[src/design/evs_pkg.sv]
`default_nettype none
package evs_pkg;

   localparam int MAX_ENTRIES = 1024;
   localparam int POS_W       = (MAX_ENTRIES > 2) ? $clog2(MAX_ENTRIES) : 1;
   localparam int INDEX_W     = 10;
   localparam int SEC_W       = 32;
   localparam int NANO_W      = 30;
   localparam int COUNT_W     = 32;
   localparam int SIZE_W      = 32;
   localparam int MODE_W      = 2;

   localparam int REQ_DATA_W  = 192;
   localparam int RSP_DATA_W  = 48;

   localparam logic [MODE_W-1:0] MODE_FIFO = 2'd0;
   localparam logic [MODE_W-1:0] MODE_LRU  = 2'd1;
   localparam logic [MODE_W-1:0] MODE_LFU  = 2'd2;
   localparam logic [MODE_W-1:0] MODE_MFU  = 2'd3;

   typedef struct packed {
      logic [SEC_W-1:0]   created_seconds;
      logic [NANO_W-1:0]  created_nanos;
      logic [SEC_W-1:0]   used_seconds;
      logic [NANO_W-1:0]  used_nanos;
      logic [COUNT_W-1:0] use_count;
      logic [SIZE_W-1:0]  entry_size;
      logic               may_evict;
      logic               final_entry;
   } req_item_type;

   typedef struct packed {
      logic               victim_found;
      logic [INDEX_W-1:0] victim_index;
      logic [SIZE_W-1:0]  victim_size;
   } rsp_item_type;

endpackage
`default_nettype wire

[src/design/eviction_victim_selector.sv]
// rsp_tvalid rises once the request that ends the scan has passed the input register and then the result register.
// Throughput: one request per cycle; the result register lets the next scan start
// while a result waits. A stalled result holds only a final request behind it.
// Reset (synchronous): policy returns to FIFO, the scan state clears and both
// the input and result registers empty; no request is taken while reset is high.
`default_nettype none
module eviction_victim_selector (
   input  wire                                clock,
   input  wire                                reset,
   input  wire                                csr_valid,
   output logic                               csr_ready,
   input  wire  [evs_pkg::MODE_W-1:0]         csr_data,      // policy_mode
   input  wire                                req_tvalid,
   output logic                               req_tready,
   // created_seconds, created_nanos, used_seconds, used_nanos, use_count, entry_size
   input  wire  [evs_pkg::REQ_DATA_W-1:0]     req_tdata,
   input  wire                                req_tuser,     // may_evict
   input  wire                                req_tlast,     // final_entry
   output logic                               rsp_tvalid,
   input  wire                                rsp_tready,
   output logic [evs_pkg::RSP_DATA_W-1:0]     rsp_tdata,     // victim_index, victim_size
   output logic                               rsp_tuser      // victim_found
);
   import evs_pkg::*;

   logic [MODE_W-1:0] policy_ff;
   logic              stage_valid_ff;
   req_item_type      stage_ff, stage_in;
   logic              rsp_valid_ff;
   rsp_item_type      rsp_ff;
   rsp_item_type      scan_result;
   logic              out_free;
   logic              stage_go;

   assign csr_ready = !reset;

   assign out_free   = !rsp_valid_ff || rsp_tready;
   assign stage_go   = stage_valid_ff && (!stage_ff.final_entry || out_free);
   assign req_tready = !reset && (!stage_valid_ff || stage_go);

   always_comb begin
      stage_in.created_seconds = req_tdata[31:0];
      stage_in.created_nanos   = req_tdata[61:32];
      stage_in.used_seconds    = req_tdata[93:62];
      stage_in.used_nanos      = req_tdata[123:94];
      stage_in.use_count       = req_tdata[155:124];
      stage_in.entry_size      = req_tdata[187:156];
      stage_in.may_evict       = req_tuser;
      stage_in.final_entry     = req_tlast;
   end

   evs_scan u_scan (
      .clock       (clock),
      .reset       (reset),
      .policy_mode (policy_ff),
      .item_go     (stage_go),
      .item        (stage_ff),
      .result      (scan_result)
   );

   always_ff @(posedge clock) begin
      if (reset) begin
         policy_ff      <= MODE_FIFO;
         stage_valid_ff <= 1'b0;
         rsp_valid_ff   <= 1'b0;
      end else begin
         if (csr_valid && csr_ready) begin
            policy_ff <= csr_data;
         end
         if (req_tready) begin
            stage_valid_ff <= req_tvalid;
         end
         if (stage_go && stage_ff.final_entry) begin
            rsp_valid_ff <= 1'b1;
         end else if (rsp_tready) begin
            rsp_valid_ff <= 1'b0;
         end
      end
   end

   always_ff @(posedge clock) begin
      if (req_tready && req_tvalid) begin
         stage_ff <= stage_in;
      end
      if (stage_go && stage_ff.final_entry) begin
         rsp_ff <= scan_result;
      end
   end

   assign rsp_tvalid = rsp_valid_ff;
   assign rsp_tuser  = rsp_ff.victim_found;
   assign rsp_tdata  = {{(RSP_DATA_W - INDEX_W - SIZE_W){1'b0}},
                        rsp_ff.victim_size, rsp_ff.victim_index};

   // no victim means an all-zero result
   a_empty_zero: assert property (@(posedge clock) disable iff (reset)
      rsp_valid_ff && !rsp_ff.victim_found |-> rsp_ff.victim_index == '0 &&
                                               rsp_ff.victim_size == '0)
      else $error("empty result carries nonzero fields");

   // a final request never overruns a waiting result
   a_final_holds: assert property (@(posedge clock) disable iff (reset)
      stage_valid_ff && stage_ff.final_entry && rsp_valid_ff && !rsp_tready |-> !req_tready)
      else $error("final request passed a stalled result");

   // a new result only follows a completed scan
   a_rsp_source: assert property (@(posedge clock) disable iff (reset)
      $rose(rsp_valid_ff) |-> $past(stage_go && stage_ff.final_entry))
      else $error("result without a final request");

endmodule
`default_nettype wire

[src/design/evs_scan.sv]
`default_nettype none
module evs_scan (
   input  wire                           clock,
   input  wire                           reset,
   input  wire  [evs_pkg::MODE_W-1:0]    policy_mode,
   input  wire                           item_go,
   input  evs_pkg::req_item_type         item,
   output evs_pkg::rsp_item_type         result
);
   import evs_pkg::*;

   logic               best_valid_ff, best_valid_in;
   logic [SEC_W-1:0]   best_sec_ff, best_sec_in;
   logic [NANO_W-1:0]  best_nano_ff, best_nano_in;
   logic [COUNT_W-1:0] best_count_ff, best_count_in;
   logic [SIZE_W-1:0]  best_size_ff, best_size_in;
   logic [POS_W-1:0]   best_pos_ff, best_pos_in;
   logic [POS_W-1:0]   scan_pos_ff, scan_pos_in;

   logic [SEC_W-1:0]   key_sec;
   logic [NANO_W-1:0]  key_nano;
   logic               eligible;
   logic               earlier;
   logic               take;

   assign key_sec  = (policy_mode == MODE_FIFO) ? item.created_seconds : item.used_seconds;
   assign key_nano = (policy_mode == MODE_FIFO) ? item.created_nanos   : item.used_nanos;
   assign eligible = (item.entry_size != '0) && item.may_evict;
   assign earlier  = (key_sec < best_sec_ff) ||
                     ((key_sec == best_sec_ff) && (key_nano < best_nano_ff));

   always_comb begin
      if (!best_valid_ff) begin
         take = 1'b1;
      end else begin
         case (policy_mode) inside
            MODE_FIFO, MODE_LRU: take = earlier;
            MODE_LFU:            take = item.use_count < best_count_ff;
            default:             take = item.use_count > best_count_ff;
         endcase
      end
   end

   // best candidate after this entry
   always_comb begin
      best_valid_in = best_valid_ff;
      best_sec_in   = best_sec_ff;
      best_nano_in  = best_nano_ff;
      best_count_in = best_count_ff;
      best_size_in  = best_size_ff;
      best_pos_in   = best_pos_ff;
      if (eligible && take) begin
         best_valid_in = 1'b1;
         best_sec_in   = key_sec;
         best_nano_in  = key_nano;
         best_count_in = item.use_count;
         best_size_in  = item.entry_size;
         best_pos_in   = scan_pos_ff;
      end
   end

   always_comb begin
      if (scan_pos_ff == POS_W'(MAX_ENTRIES - 1)) begin
         scan_pos_in = '0;
      end else begin
         scan_pos_in = scan_pos_ff + POS_W'(1);
      end
   end

   assign result.victim_found = best_valid_in;
   assign result.victim_index = best_valid_in ? INDEX_W'(best_pos_in) : '0;
   assign result.victim_size  = best_valid_in ? best_size_in : '0;

   always_ff @(posedge clock) begin
      if (reset) begin
         best_valid_ff <= 1'b0;
         best_pos_ff   <= '0;
         scan_pos_ff   <= '0;
      end else if (item_go) begin
         if (item.final_entry) begin
            best_valid_ff <= 1'b0;
            best_pos_ff   <= '0;
            scan_pos_ff   <= '0;
         end else begin
            best_valid_ff <= best_valid_in;
            best_pos_ff   <= best_pos_in;
            scan_pos_ff   <= scan_pos_in;
         end
      end
   end

   always_ff @(posedge clock) begin
      if (item_go) begin
         best_sec_ff   <= best_sec_in;
         best_nano_ff  <= best_nano_in;
         best_count_ff <= best_count_in;
         best_size_ff  <= best_size_in;
      end
   end

endmodule
`default_nettype wire
[config.mk]
export PLATFORM = sky130hd
export DESIGN_NAME = eviction_victim_selector
export DESIGN_NICKNAME = d
export VERILOG_FILES = /design/src/design/evs_pkg.sv /design/src/design/eviction_victim_selector.sv /design/src/design/evs_scan.sv
export SDC_FILE = /design/constraint.sdc
export NUM_CORES = 1
export LEC_CHECK = 0
export BUFFER_PORTS_ARGS = -buffer_cell sky130_fd_sc_hd__buf_2
export CAP_MARGIN = 20
export CORE_UTILIZATION = 61
export DETAILED_ROUTE_END_ITERATION = 10
export GPL_ROUTABILITY_DRIVEN = 0
export GPL_TIMING_DRIVEN = 0
export PLACE_DENSITY = 0.82
export SETUP_SLACK_MARGIN = 0.2
export SYNTH_ARGS = -nofsm -noshare
export SYNTH_HDL_FRONTEND = slang
export SYNTH_SLANG_ARGS = --single-unit
[constraint.sdc]
create_clock -name clock -period 15.9 [get_ports clock]
set_clock_uncertainty 0.15 [all_clocks]
set_input_delay 0.795 -clock clock [delete_from_list [all_inputs] [get_ports clock]]
set_output_delay 0.795 -clock clock [all_outputs]
set_load 0.1 [all_outputs]
* Word-level counts from Yosys, hierarchy flattened
Index checks and enable logic that the tools add are counted.
** Operators by class
- Add/subtract/negate cells :: 1
- $lt $le $gt $ge :: 4
- Equal/unequal tests :: 4
- Muxes and demuxes :: 14
- Reduce and logical (&&, ||, !) cells :: 21
** Operators with widths (count)
- 32-bit < comparator :: 2
- 32-bit two-way mux :: 2
- 10-bit two-way mux :: 4
- 32-bit equality test :: 1
- 32-bit greater-than comparator :: 1
- 32-bit nonzero test :: 1
- 30-bit < comparator :: 1
- 30-bit two-way mux :: 1
- 10-bit by 1-bit adder with 10-bit output (second input constant) :: 1
- 10-bit equality test (second input constant) :: 1
- 1-bit logical AND :: 8
- 1-bit two-way mux :: 7
- 1-bit logical NOT :: 4
- 1-bit logical OR :: 4
- 2-bit by 1-bit equality test with 1-bit output (second input constant) :: 1
- 2-bit equality test (second input constant) :: 1
- 2-bit logical NOT :: 1
- 2-bit AND reduction :: 1
- 2-bit nonzero test :: 1
- 2-bit OR reduction :: 1
** Word-level totals
- Flip-flop bits (word level) :: 384
- Input port bits :: 201
- Output and inout bits :: 52
- Word-level logic and storage cells :: 65

* Depth between registers and ports, before layout
- Word-level depth :: 10
- Gate-level depth with buffers :: 14
- Mapped depth without buffers :: 11

* Modules after synthesis
From an unflattened synthesis, not the netlist that was laid out.
** Second synthesis, totals
- Cell total of the unflattened synthesis :: 1079
- Area total of the unflattened synthesis :: 16255.6 um2
** By module, submodules not included
- evs_scan :: instances 1, cells each 819, area an instance 9036.2 um2
- eviction_victim_selector :: instances 1, cells each 260, area an instance 7219.4 um2

* Worst setup path after synthesis
No wires, ideal clock.
- Path type :: reg2reg
- From :: register rsp_valid_ff, in the netlist rsp_tvalid
- To :: register stage_ff[0] (netlist name), enable pin
- Arrival :: 6878 ps
- Required time :: 15180 ps
- Setup slack :: 8302 ps
- Cell stages (with the launch flop) :: 5
- Path buffers :: 0
- Period minus slack after synthesis :: 7598 ps
- Cell sequence :: dfxtp_1 nor2b_1 and3_1 nor2_1 and2_1
** Between the ends
- Word-level cells in the longest chain between the ends :: 7
** RTL lines
- from (decl) :: line eviction_victim_selector.sv:29 : logic rsp_valid_ff;
- from (signal assigned) :: line eviction_victim_selector.sv:65 : rsp_valid_ff <= 1'b0;
- from (signal assigned) :: line eviction_victim_selector.sv:74 : rsp_valid_ff <= 1'b1;
- from (signal assigned) :: line eviction_victim_selector.sv:76 : rsp_valid_ff <= 1'b0;
- 1-bit logical NOT :: line eviction_victim_selector.sv:37 : assign out_free = !rsp_valid_ff || rsp_tready;
- 1-bit logical OR :: line eviction_victim_selector.sv:37
- 1-bit logical OR :: line eviction_victim_selector.sv:38 : assign stage_go = stage_valid_ff && (!stage_ff.final_entry || out_free);
- 1-bit logical AND :: line eviction_victim_selector.sv:38
- 1-bit logical OR :: line eviction_victim_selector.sv:39 : assign req_tready = !reset && (!stage_valid_ff || stage_go);
- 1-bit logical AND :: line eviction_victim_selector.sv:39
- net req_tready :: line eviction_victim_selector.sv:14 : output logic req_tready,
- 1-bit logical AND :: line eviction_victim_selector.sv:82 : if (req_tready && req_tvalid) begin
- to (signal assigned) :: line eviction_victim_selector.sv:83 : stage_ff <= stage_in;
- to (decl) :: line eviction_victim_selector.sv:28 : req_item_type stage_ff, stage_in;
The timed path passes the listed nets, and every way through them passes these cells.
A chain may end at the register's enable or synchronous reset.

* Worst setup path after layout
- From :: register policy_ff[0]
- To :: register u_scan.best_sec_ff[14], enable pin
** Between the ends
- Word-level cells in the longest chain between the ends :: 9
- Elaborated cells on any way between the ends :: 16
** RTL lines
- from (decl) :: line eviction_victim_selector.sv:26 : logic [MODE_W-1:0] policy_ff;
- from (signal assigned) :: line eviction_victim_selector.sv:68 : policy_ff <= csr_data;
- 2-bit logical NOT * :: line evs_scan.sv:26 : assign key_sec = (policy_mode == MODE_FIFO) ? item.created_seconds : item.used_seconds;
- 32-bit two-way mux * :: line evs_scan.sv:26
- net u_scan.key_sec[14] :: line evs_scan.sv:20 : logic [SEC_W-1:0] key_sec;
- parallel branches: the longest is 2 deep, another holds 32-bit < comparator
- 1-bit logical OR * :: line evs_scan.sv:29 : assign earlier = (key_sec < best_sec_ff) ||
- 1-bit two-way mux * :: line evs_scan.sv:36 : case (policy_mode) inside
- 1-bit two-way mux * :: line evs_scan.sv:33 : if (!best_valid_ff) begin
- 1-bit logical AND * :: line evs_scan.sv:52 : if (eligible && take) begin
- 2-bit AND reduction (no source line) *
- to (signal assigned) :: line evs_scan.sv:94 : best_sec_ff <= best_sec_in;
- to (decl) :: line evs_scan.sv:13 : logic [SEC_W-1:0] best_sec_ff, best_sec_in;
Mark *: on every way through the listed nets, which the timed path passes.

==> results.json <==
{
  "status": "completed",
  "synth_compound_area_share_pct": 6.788,
  "cts_tree": "done",
  "num_vias": 9210,
  "min-delay-start": "req_tuser",
  "track_usage_pct": 23.05,
  "yosysMostFrequentCell": "edfxtp_1",
  "r2r_end": "u_scan.best_sec_ff[14]",
  "synth_top_family_by_area": "adder cells",
  "route.met3.wl_um": 1771,
  "final_core_util_pct": 74.98,
  "grt_pass1_wl_um": 47250,
  "synthMuxAreaShare_pct": 6.702,
  "crit_slowest_cell": "clkbuf_1",
  "wl_met2_um": 15320,
  "drc": 0,
  "rrSetupSlack_ns": 10.20,
  "ys_seq_area_share_pct": 70.92,
  "rows": 58,
  "max_freq_mhz": 175.4,
  "io_pins": 253,
  "drv_cap": 0,
  "ys_types": 53,
  "rsz0062_at_grt": "no",
  "grt_pass1_vias": 9423,
  "first_pass_iters": 7,
  "drt_iter0_drc": 592,
  "syn_avg_cell_area_um2": 15.89,
  "start_kind": "flip-flop",
  "met1_length_um": 12450,
  "die_w_um": 163.5,
  "cts.path.max_buffers": 3,
  "synth-simple-area-share_pct": 4.342,
  "synth_ff_type": "edfxtp_1",
  "synth_top_cells_by_count": "edfxtp_1, inv_1, ha_1",
  "dpl.cell_count": 1583,
  "cp_num_buf_inv": 3,
  "cp_cell_sequence": "nor2_1 > clkbuf_1 > mux2_2 > ha_1 > nand4_1 > or3_1 > nor4_1 > o2111ai_1 > a211o_1 > a31oi_4 > o21ai_0 > inv_4 > buf_16",
  "antenna_found_initial": 5,
  "hold_buffers": 0,
  "ctsResizeCount": 0,
  "nFillCells": 1497,
  "synthAdderAreaFrac_pct": 7.394,
  "yosys_warnings": 0,
  "p_per_area_mw_per_mm2": 121.2,
  "synth_area_mm2": 0.01591,
  "cts_made_buffers": 39,
  "synth_top_area_share_pct": 67.77,
  "cp-end-kind": "flip-flop",
  "initial_core_util_pct": 62.63,
  "ir_worst_vdd_uv": 178.2,
  "routedWlPerCell_um": 18.32,
  "worst_pin_slew_ns": 0.9557,
  "coreArea_mm2": 0.02540,
  "drive_gt1_share_pct": 31.39,
  "ys_async_sr_fraction_pct": 0,
  "min_period_over_period_pct": 35.85,
  "setup_viol": 0,
  "hold_violations": 0,
  "path_delay_family": "simple AND/OR/NAND/NOR gates",
  "synth_top_area_cell": "edfxtp_1",
  "cts_htree_levels": 2,
  "fin_setup_tns_ns": 0,
  "die-area_mm2": 0.02673,
  "drtAntennaViolNets": 0,
  "wirelength_um": 30340,
  "synth_xor_area_share_pct": 0.2753,
  "postCtsSetupBuffers": 0,
  "grt_max_degree": 81,
  "portBuffers": 242,
  "reg2reg_from": "policy_ff[0]",
  "hold_depth": 1,
  "synthTopCellsByArea": "edfxtp_1, ha_1, mux2_2",
  "cts.sinks": 384,
  "drt-vias-per-instance": 5.562,
  "cts-root-buf": "clkbuf_16",
  "relSlewSlack_pct": 35.61,
  "post-dp-hpwl_um": 20530,
  "instances_no_fill": 1656,
  "highest_layer": "met5",
  "ff2ff_path_depth": 13,
  "holdPathEnd": "stage_ff[1]",
  "synth_edf_count": 359,
  "path_class": "flip-flop to flip-flop",
  "overflow": 0,
  "min_period_ns": 5.700,
  "die_h_um": 163.5,
  "crit_fanout": 64,
  "cts.clk_slew.worst_paths_ns": 0.06,
  "finalNetCount": 1589,
  "required_ns": 15.93,
  "synth-seq-cells": 384,
  "area_delta_synth_final_pct": 19.72,
  "slowest_delay_ns": 0.60,
  "p_leak_nw": 7.546,
  "slew_violations": 0,
  "hold_path_class": "input port to flip-flop",
  "clkLatencyLatePin_ns": 0.52,
  "syn_inst": 1001,
  "crit_arrival_ns": 5.73
}
worst max path at each step:
stage | from | endpoint | depth (start not counted)
after detailed placement | policy_ff[1] | u_scan.best_sec_ff[10] | 13
final | policy_ff[0] | u_scan.best_sec_ff[14] | 13
after floorplan | rsp_tvalid | stage_ff[0] | 4
after global routing | policy_ff[0] | u_scan.best_sec_ff[14] | 13
after global placement | reset | stage_ff[139] | 4
after CTS | policy_ff[1] | u_scan.best_sec_ff[26] | 13
state kept, by name, summed over array words and instances, names as in the netlist:
signal and count:
policy_ff 2, rsp_tdata 42, rsp_tuser 1, rsp_tvalid 1, stage_ff 190, stage_valid_ff 1
u_scan.best_count_ff 32, u_scan.best_nano_ff 30, u_scan.best_pos_ff 10, u_scan.best_sec_ff 32, u_scan.best_size_ff 32, u_scan.best_valid_ff 1
u_scan.scan_pos_ff 10
through the flow:
stage	power [mW]	area, um^2	worst slack, ns	hold WS, ns
after global routing	2.377	19040	9.848	0.2806
after detailed placement	1.376	17690	10.08	0.2955
after CTS	2.320	19030	10.08	0.2813
after global placement	1.371	17550	7.819	0.2833
final	2.307	19040	10.20	0.2926
after floorplan	1.313	15930	8.302	0.2764
final cells by class:
type,instances,area (um^2),share of cell area (%)
multi-input cells,489,4083,21.44
well taps,330,412.9,2.168
plain buffers,29,175.2,0.9198
diodes,4,10.01,0.05256
flip-flops and latches,384,11280,59.24
repair buffers,247,1349,7.083
clock buffers,43,1001,5.256
inverters,104,392.9,2.063
clock inverters,26,339.1,1.781
power by group:
part	internal [mW]	switching, mW	leakage, nW
logic	0.0748	0.116	3.34
registers	1.15	0.0146	3.56
clock network	0.585	0.366	0.653
total	1.81	0.496	7.55
kinds of logic after synthesis:
group                    after synthesis
AO/OA/AOI/OAI                        153
XOR/XNOR                               5
adder cells (fa/ha/maj)               94
buffers and inverters                133
flip-flops                           384
multiplexers                          95
other                                  1
AND/OR/NAND/NOR                      136
layer usage:
| metal | GRT usage [%] | vias to the layer above |
|---|---|---|
| met4 | 7.955 | 2 |
| met3 | 4.292 | 59 |
| met1 | 28.53 | 4432 |
| met5 | 0 | - |
| met2 | 40.54 | 312 |
| li1 | - | 4405 |
placed cells by master, fill, tap and decap left out, drive strengths merged, types with 12 or more instances in the layout:
cell type	netlist	layout
edfxtp	359	359
buf	19	266
inv	104	105
ha	94	94
mux2	92	92
clkbuf	10	53
a21oi	41	41
nand2	37	37
o21ai	33	33
a22o	32	32
dfxtp	25	25
nor2	23	23
nand4	21	21
clkinv	0	14
nand3	12	12
No activity file was read; power rests on OpenSTA's default activity.
